[config.mk]
export PLATFORM = sky130hd
export DESIGN_NAME = double_ended_queue_with_search
export DESIGN_NICKNAME = d
export VERILOG_FILES = /design/src/hw/rtl/deq_pkg.sv /design/src/hw/rtl/deq_ram.sv /design/src/hw/rtl/deq_ctrl.sv /design/src/hw/rtl/double_ended_queue_with_search.sv
export SDC_FILE = /design/constraint.sdc
export NUM_CORES = 1
export LEC_CHECK = 0
export ABC_AREA = 1
export BUFFER_PORTS_ARGS = -buffer_cell sky130_fd_sc_hd__buf_2
export CAP_MARGIN = 0
export CORE_MARGIN = 4
export CORE_UTILIZATION = 30
export DETAILED_ROUTE_END_ITERATION = 10
export GPL_TIMING_DRIVEN = 0
export SETUP_SLACK_MARGIN = 0.02
export SKIP_LAST_GASP = 1
export SLEW_MARGIN = 20
export SYNTH_ARGS = -nofsm -noshare
export SYNTH_HDL_FRONTEND = slang
export SYNTH_SLANG_ARGS = --single-unit
[constraint.sdc]
create_clock -name clk -period 8.2 [get_ports clk]
set_clock_uncertainty 0.05 [all_clocks]
set_input_delay 1.64 -clock clk [delete_from_list [all_inputs] [get_ports clk]]
set_output_delay 1.64 -clock clk [all_outputs]
set_load 0.02 [all_outputs]
[src/hw/rtl/deq_pkg.sv]
// deq_pkg: shared types, constants and ring helpers for the deque with search
// used by deq_ctrl and double_ended_queue_with_search; depends on nothing
package deq_pkg;

  localparam int DEPTH      = 16;
  localparam int DATA_WIDTH = 32;
  localparam int PTR_W      = (DEPTH > 1) ? $clog2(DEPTH) : 1;
  localparam int CNT_W      = $clog2(DEPTH + 1);
  localparam int SUM_W      = PTR_W + 1;

  localparam logic [2:0] CMD_PUSH_BACK  = 3'd0;
  localparam logic [2:0] CMD_PUSH_FRONT = 3'd1;
  localparam logic [2:0] CMD_POP_BACK   = 3'd2;
  localparam logic [2:0] CMD_POP_FRONT  = 3'd3;
  localparam logic [2:0] CMD_QUERY      = 3'd4;
  localparam logic [2:0] CMD_SEARCH     = 3'd5;

  localparam logic [1:0] STAT_OK    = 2'd0;
  localparam logic [1:0] STAT_EMPTY = 2'd1;
  localparam logic [1:0] STAT_FULL  = 2'd2;
  localparam logic [1:0] STAT_MISS  = 2'd3;

  typedef struct packed {
    logic [2:0]         command;
    logic signed [31:0] data_in;
  } in_item_t;

  typedef struct packed {
    logic signed [31:0] data_out;
    logic [1:0]         status;
    logic [4:0]         found_pos;
    logic               no_entries;
    logic [4:0]         entry_count;
  } out_item_t;

  typedef enum logic [2:0] {
    S_IDLE,
    S_EXEC,
    S_POPRD,
    S_SCAN,
    S_DONE
  } state_t;

  // (head + off) mod DEPTH, with off no larger than DEPTH
  function automatic logic [PTR_W-1:0] ring_slot(input logic [PTR_W-1:0] head,
                                                 input logic [CNT_W-1:0] off);
    logic [SUM_W-1:0] sum;
    sum = SUM_W'(head) + SUM_W'(off);
    if (sum >= SUM_W'(DEPTH)) begin
      sum = sum - SUM_W'(DEPTH);
    end
    return sum[PTR_W-1:0];
  endfunction

endpackage

[src/hw/rtl/deq_ram.sv]
// deq_ram: generic single-write, single-read synchronous ram, registered read
// no package dependency
module deq_ram #(
  parameter int DATA_W = 32,
  parameter int ADDR_W = 4,
  parameter int WORDS  = 16
) (
  input  logic              clk,
  input  logic              we,
  input  logic [ADDR_W-1:0] waddr,
  input  logic [DATA_W-1:0] wdata,
  input  logic [ADDR_W-1:0] raddr,
  output logic [DATA_W-1:0] rdata
);

  logic [DATA_W-1:0] mem [WORDS];

  always_ff @(posedge clk) begin
    if (we) begin
      mem[waddr] <= wdata;
    end
  end

  always_ff @(posedge clk) begin
    rdata <= mem[raddr];
  end

endmodule

[src/hw/rtl/deq_ctrl.sv]
// deq_ctrl: command sequencer, head/count pointers and search walk over the ring ram
// depends on deq_pkg and deq_ram
module deq_ctrl
  import deq_pkg::*;
(
  input  logic      clk,
  input  logic      rst,
  input  logic      in_valid,
  output logic      in_ready,
  input  in_item_t  in_data,
  output logic      res_valid,
  input  logic      res_ready,
  output out_item_t res_data
);

  state_t                 state, state_next;
  logic [2:0]             cmd;
  logic [DATA_WIDTH-1:0]  val;
  logic [PTR_W-1:0]       head;
  logic [CNT_W-1:0]       count;
  logic [PTR_W-1:0]       idx;
  logic signed [31:0]     res_dout;
  logic [1:0]             res_status;
  logic [4:0]             res_pos;

  logic                   ram_we;
  logic [PTR_W-1:0]       ram_waddr;
  logic [PTR_W-1:0]       ram_raddr;
  logic [DATA_WIDTH-1:0]  ram_rdata;

  logic full, empty, match, last;

  assign full  = (count == CNT_W'(DEPTH));
  assign empty = (count == '0);
  assign match = (ram_rdata == val);
  assign last  = ((CNT_W'(idx) + CNT_W'(1)) == count);

  deq_ram #(
    .DATA_W (DATA_WIDTH),
    .ADDR_W (PTR_W),
    .WORDS  (DEPTH)
  ) u_ram (
    .clk   (clk),
    .we    (ram_we),
    .waddr (ram_waddr),
    .wdata (val),
    .raddr (ram_raddr),
    .rdata (ram_rdata)
  );

  // next state
  always_comb begin
    state_next = state;
    unique case (state)
      S_IDLE: begin
        if (in_valid) state_next = S_EXEC;
      end
      S_EXEC: begin
        if ((cmd == CMD_POP_BACK || cmd == CMD_POP_FRONT) && !empty) begin
          state_next = S_POPRD;
        end else if (cmd == CMD_SEARCH && !empty) begin
          state_next = S_SCAN;
        end else begin
          state_next = S_DONE;
        end
      end
      S_POPRD: state_next = S_DONE;
      S_SCAN: begin
        if (match || last) state_next = S_DONE;
      end
      S_DONE: begin
        if (res_ready) state_next = S_IDLE;
      end
      default: state_next = S_IDLE;
    endcase
  end

  // outputs and ram access
  always_comb begin
    in_ready  = 1'b0;
    res_valid = 1'b0;
    ram_we    = 1'b0;
    ram_waddr = ring_slot(head, count);
    ram_raddr = head;
    unique case (state)
      S_IDLE: in_ready = 1'b1;
      S_EXEC: begin
        unique case (cmd)
          CMD_PUSH_BACK: begin
            ram_we    = !full;
            ram_waddr = ring_slot(head, count);
          end
          CMD_PUSH_FRONT: begin
            ram_we    = !full;
            ram_waddr = ring_slot(head, CNT_W'(DEPTH - 1));
          end
          CMD_POP_BACK: ram_raddr = ring_slot(head, count - CNT_W'(1));
          default: ram_raddr = head;
        endcase
      end
      S_SCAN: ram_raddr = ring_slot(head, CNT_W'(idx) + CNT_W'(1));
      S_DONE: res_valid = 1'b1;
      default: ;
    endcase
  end

  always_ff @(posedge clk) begin
    if (rst) begin
      state <= S_IDLE;
      head  <= '0;
      count <= '0;
    end else begin
      state <= state_next;
      unique case (state)
        S_IDLE: begin
          if (in_valid) begin
            cmd <= in_data.command;
            val <= DATA_WIDTH'(in_data.data_in);
          end
        end
        S_EXEC: begin
          res_dout <= '0;
          res_pos  <= '0;
          idx      <= '0;
          unique case (cmd)
            CMD_PUSH_BACK: begin
              res_status <= full ? STAT_FULL : STAT_OK;
              if (!full) count <= count + CNT_W'(1);
            end
            CMD_PUSH_FRONT: begin
              res_status <= full ? STAT_FULL : STAT_OK;
              if (!full) begin
                head  <= ring_slot(head, CNT_W'(DEPTH - 1));
                count <= count + CNT_W'(1);
              end
            end
            CMD_POP_BACK: begin
              res_status <= empty ? STAT_EMPTY : STAT_OK;
              if (!empty) count <= count - CNT_W'(1);
            end
            CMD_POP_FRONT: begin
              res_status <= empty ? STAT_EMPTY : STAT_OK;
              if (!empty) begin
                head  <= ring_slot(head, CNT_W'(1));
                count <= count - CNT_W'(1);
              end
            end
            CMD_SEARCH: res_status <= empty ? STAT_MISS : STAT_OK;
            default: res_status <= STAT_OK;
          endcase
        end
        S_POPRD: res_dout <= 32'(signed'(ram_rdata));
        S_SCAN: begin
          // read of the next entry is already issued while this one compares
          if (match) begin
            res_pos <= 5'(CNT_W'(idx) + CNT_W'(1));
          end else if (last) begin
            res_status <= STAT_MISS;
          end else begin
            idx <= idx + PTR_W'(1);
          end
        end
        default: ;
      endcase
    end
  end

  always_comb begin
    res_data.data_out    = res_dout;
    res_data.status      = res_status;
    res_data.found_pos   = res_pos;
    res_data.no_entries  = empty;
    res_data.entry_count = 5'(count);
  end

endmodule

[src/hw/rtl/double_ended_queue_with_search.sv]
// double_ended_queue_with_search: top level, command sequencer plus output register
// depends on deq_pkg and deq_ctrl
//
// Bounded deque of DEPTH signed words held in a ring ram, with head and count.
// Input channel (in_valid/in_ready/in_data) takes one command beat: push back,
// push front, pop back, pop front, query empty or search. Every command gives
// exactly one result beat on the output channel (out_valid/out_ready/out_data)
// with popped data, status, found position, and the fill after the command.
// Commands are handled one at a time. From accept the sequencer steps:
//   push, query, refused commands: EXEC, then DONE with the result valid
//   pop of a held entry: EXEC, POPRD for the ram read, then DONE
//   search: EXEC, then SCAN walks one ring entry per cycle through the single
//   read port up to the first match, or the whole fill on a miss, then DONE
// A new command can be taken in the cycle after the previous result enters the
// output register, even while that result still waits. If the receiver stalls
// with a result held, the next command runs and then waits until the register
// frees.
// Reset empties the deque (head and count to zero); ram contents are not cleared.
module double_ended_queue_with_search
  import deq_pkg::*;
(
  input  logic      clk,
  input  logic      rst,
  input  logic      in_valid,
  output logic      in_ready,
  input  in_item_t  in_data,
  output logic      out_valid,
  input  logic      out_ready,
  output out_item_t out_data
);

  logic      res_valid;
  logic      res_ready;
  out_item_t res_data;

  deq_ctrl u_ctrl (
    .clk       (clk),
    .rst       (rst),
    .in_valid  (in_valid),
    .in_ready  (in_ready),
    .in_data   (in_data),
    .res_valid (res_valid),
    .res_ready (res_ready),
    .res_data  (res_data)
  );

  assign res_ready = !out_valid || out_ready;

  always_ff @(posedge clk) begin
    if (rst) begin
      out_valid <= 1'b0;
    end else if (res_valid && res_ready) begin
      out_valid <= 1'b1;
    end else if (out_ready) begin
      out_valid <= 1'b0;
    end
  end

  always_ff @(posedge clk) begin
    if (res_valid && res_ready) begin
      out_data <= res_data;
    end
  end

`ifndef SYNTHESIS
  a_one_at_a_time: assert property (@(posedge clk) disable iff (rst)
    in_valid && in_ready |=> !in_ready)
    else $error("command accepted while another is in flight");

  a_result_loads: assert property (@(posedge clk) disable iff (rst)
    res_valid && res_ready |=> out_valid && !res_valid)
    else $error("result beat not moved into output register");

  a_empty_pop: assert property (@(posedge clk) disable iff (rst)
    out_valid && out_data.status == STAT_EMPTY |->
      out_data.no_entries && out_data.data_out == 0)
    else $error("pop on empty reported with data or nonempty fill");

  a_found_ok: assert property (@(posedge clk) disable iff (rst)
    out_valid && out_data.found_pos != 0 |->
      out_data.status == STAT_OK && !out_data.no_entries)
    else $error("found position without ok status");
`endif

endmodule

==> results.md <==
* Skew-Pair Late Insertion Delay at 0.62 ns
* Power Dens Cells at 248 mW/mm2
* Kind of end point of the critical path: flop
* Combinational Power Share at 14.4%
* Net Count, Synth at 2776
* Routed Antenna Nets at 0
* Switching share of total power at 27.8%
* Final max-slew violation count at 0
* Hold buffers post-CTS at 0
* Final Setup Violations at 0
* Core ar. at 0.0969 mm2
* Switching power at 0.00237 W
* Sequential fraction of the synthesis area at 68.1%
* Horiz. Die Dim at 321 um
* Final total power at 0.00852 W
* Die area at 0.103 mm2
* I/O pin count at 86
* Static Leak at 14.1 nW
* Site Rows at 114
* CTS Buffer Depth at 3
* Unique masters post-synth at 39
* Placer Congestion at 0.828
* TritonCTS clock tree: yes
* Commonest non-fill, non-tap cell in the layout: nand2_1
* N_diodes at 0
* Port-buffer cells at 85
* Hpwl dp at 55600 um
* Gr usage total at 15.2%
* Internal at 0.00616 W
* DRC at 0
* Hold path cells at 0
* Initial Util at 30.3%
* Wirelength, routed at 79500 um
* Period Utilization, post-route at 43.3%
* Vias/cell at 4.63
* Fraction of layout cells with a size suffix above 1 at 12.7%
* Status: finished clean
* CTS resizes at 0
* Flop pwr share at 47.4%
* Die height at 321 um
* Sink Count at 680
* Final Worst Setup Slack at 4.65 ns
* Remaining global-route overflow at 0
* Worst hold-check path type: reg2reg
* Peak Freq at 282 MHz
* Placed Area at 0.0320 mm2
* Max_cap viols at 0
* First drt pass iteration count at 5
* RSZ-0062 raised after global routing: false
* Syn Inst Count at 2719
* Syn_area_per_cell at 10.8 um2
* Max VDD drop at 0.123 mV
* Least-Margin Pin Slew at 0.872 ns
* First-pass GRT wire length at 118000 um
* Largest net degree at the start of global routing at 26
* Worst-path clk slew at 0.06 ns
* Pre-CTS WS at 4.37 ns
* Yosys reg bits at 680
* Design area at 0.0343 mm2
* Slew Limit Headroom at 41.9%
* Most frequent cells in the layout: nand2_1, edfxtp_1, nand3_1
* CP startpoint kind: flop
* Yosys warning total at 0
* WS Path Type: reg2reg
* 1st-iter DRT viols at 1735
* Clock share of power at 38.2%
* Via count at 19600
* Wirelength per Cell at 18.8 um
* Clock tree root driver cell: clkbuf_16
* Crit Path Max Fanout at 10
* WP data required at 8.70 ns
* Critical Path AT at 4.04 ns
* Shortest period the worst path allows at 3.55 ns
* Setup_tns at 0 ns
* Synth-to-Final Area Change at 17.0%
* Syn Std Cell Area at 0.0293 mm2
* Endpoints failing hold at 0
* Post-CTS Setup Inserts at 0
* WHS at 0.360 ns
* Reg2Reg Depth at 14
* Initial antenna violation count at 6
* CTS buffer count at 72
* Filler Cells Inserted at 9508
* Htree depth at 3
* Layout Nets at 2958
* Vias in the first global route at 19000
per-layer routing:
metal / track usage (%) / share of wire [%]
met1: 19.5 / 41
met5: 0 / 0.053
met3: 2.70 / 7.4
met2: 26.0 / 48
met4: 5.34 / 2.9
synthesized netlist by cell type:
cell,count,area [um2]
a21o_1,1,7.51
o31ai_1,1,7.51
nand2_1,651,2440
nor2_8,1,20.0
xor2_1,11,96.3
o21ai_1,3,15.0
a31oi_1,3,18.8
a211oi_1,1,7.51
nand2_4,1,11.3
buf_4,5,37.5
o211ai_2,1,12.5
nor3_2,1,10.0
clkbuf_1,13,48.8
o21bai_1,1,7.51
a21oi_1,17,85.1
nor2_4,1,11.3
edfxtp_1,635,19100
nand3_2,1,10.0
buf_2,116,581
nand2_2,3,18.8
nor3_1,3,15.0
dfxtp_1,45,901
nor3_4,1,16.3
nand3b_1,95,713
o211ai_1,1,7.51
xnor2_1,29,254
ha_1,15,188
nor2_1,87,327
inv_1,437,1640
buf_1,4,15.0
fa_1,3,60.1
o21ai_0,12,60.1
inv_2,7,26.3
a21oi_2,2,17.5
nor4_1,1,6.26
or2_2,5,31.3
nand4_1,2,12.5
nand3_1,502,2510
o2111ai_1,1,8.76
power groups by stage:
| stage | clock, W | sequential (W) | combinational (W) |
|---|---|---|---|
| final | 0.00325 | 0.00404 | 0.00123 |
| after global routing | 0.00345 | 0.00405 | 0.00136 |
| after CTS | 0.00331 | 0.00404 | 0.00122 |
| after detailed placement | 0 | 0.00411 | 0.00121 |
| after global placement | 0 | 0.00412 | 0.00118 |
| after floorplan | 0 | 0.00406 | 0.000768 |
final cells by class:
| type | instances | area (um2) | share of cell area [%] |
|---|---|---|---|
| Buffer | 138 | 682 | 1.99 |
| Multi-Input combinational cell | 1457 | 7160 | 20.9 |
| Timing Repair Buffer | 108 | 891 | 2.60 |
| Clock inverter | 43 | 412 | 1.20 |
| Sequential cell | 680 | 20000 | 58.2 |
| Clock buffer | 90 | 1940 | 5.66 |
| Inverter | 444 | 1670 | 4.86 |
| Tap cell | 1276 | 1600 | 4.65 |
state kept, by name, indices dropped and copies added (netlist names):
name,flops
u_ctrl.count,5
u_ctrl.idx,4
u_ctrl.res_pos,5
u_ctrl.cmd,3
out_data,45
u_ctrl.state,3
u_ctrl.u_ram.mem,512
u_ctrl.u_ram.rdata,32
u_ctrl.res_status,2
u_ctrl.res_dout,32
out_valid,1
u_ctrl.head,4
u_ctrl.val,32
path summary, 6_finish.rpt:
kind                                         start                     end  slack (ns)
worst max-delay path               u_ctrl.count[0]  u_ctrl.u_ram.rdata[28]        4.65
worst min-delay path            u_ctrl.res_dout[5]            out_data[18]        0.36
worst max register to register     u_ctrl.count[0]  u_ctrl.u_ram.rdata[28]        4.65
worst min register to register  u_ctrl.res_dout[5]            out_data[18]        0.36
critical path, cell delays in order, from the launching register on:
cell     delay [ns]
dfxtp_1        0.51
inv_1          0.18
ha_1           0.39
fa_1           0.45
nand3_1        0.10
nand2_1        0.06
a21oi_2        0.28
buf_2          0.43
buf_2          0.40
nand3_1        0.12
nand2_1        0.09
nand2_1        0.05
nand2_1        0.14
nand2_1        0.11
nand2_1        0.08
stage by stage:
step,utilization [%],instances
2_1_floorplan,-,2719
3_3_place_gp,32.4,4080
3_5_place_dp,33.0,4103
4_1_cts,35.4,4236
5_1_grt,35.4,4236
6_report,35.4,4236
cell families (layout without fill, tap and decap cells):
group,count (synthesis),after routing,share of synthesized area (%)
buf+inv,582,823,8.01
simple gates,1355,1355,21.0
xor+xnor,40,40,1.19
fa+ha+maj,18,18,0.845
flops,680,680,68.1
compound gates,44,44,0.870
(Power assumes the default switching activity.)
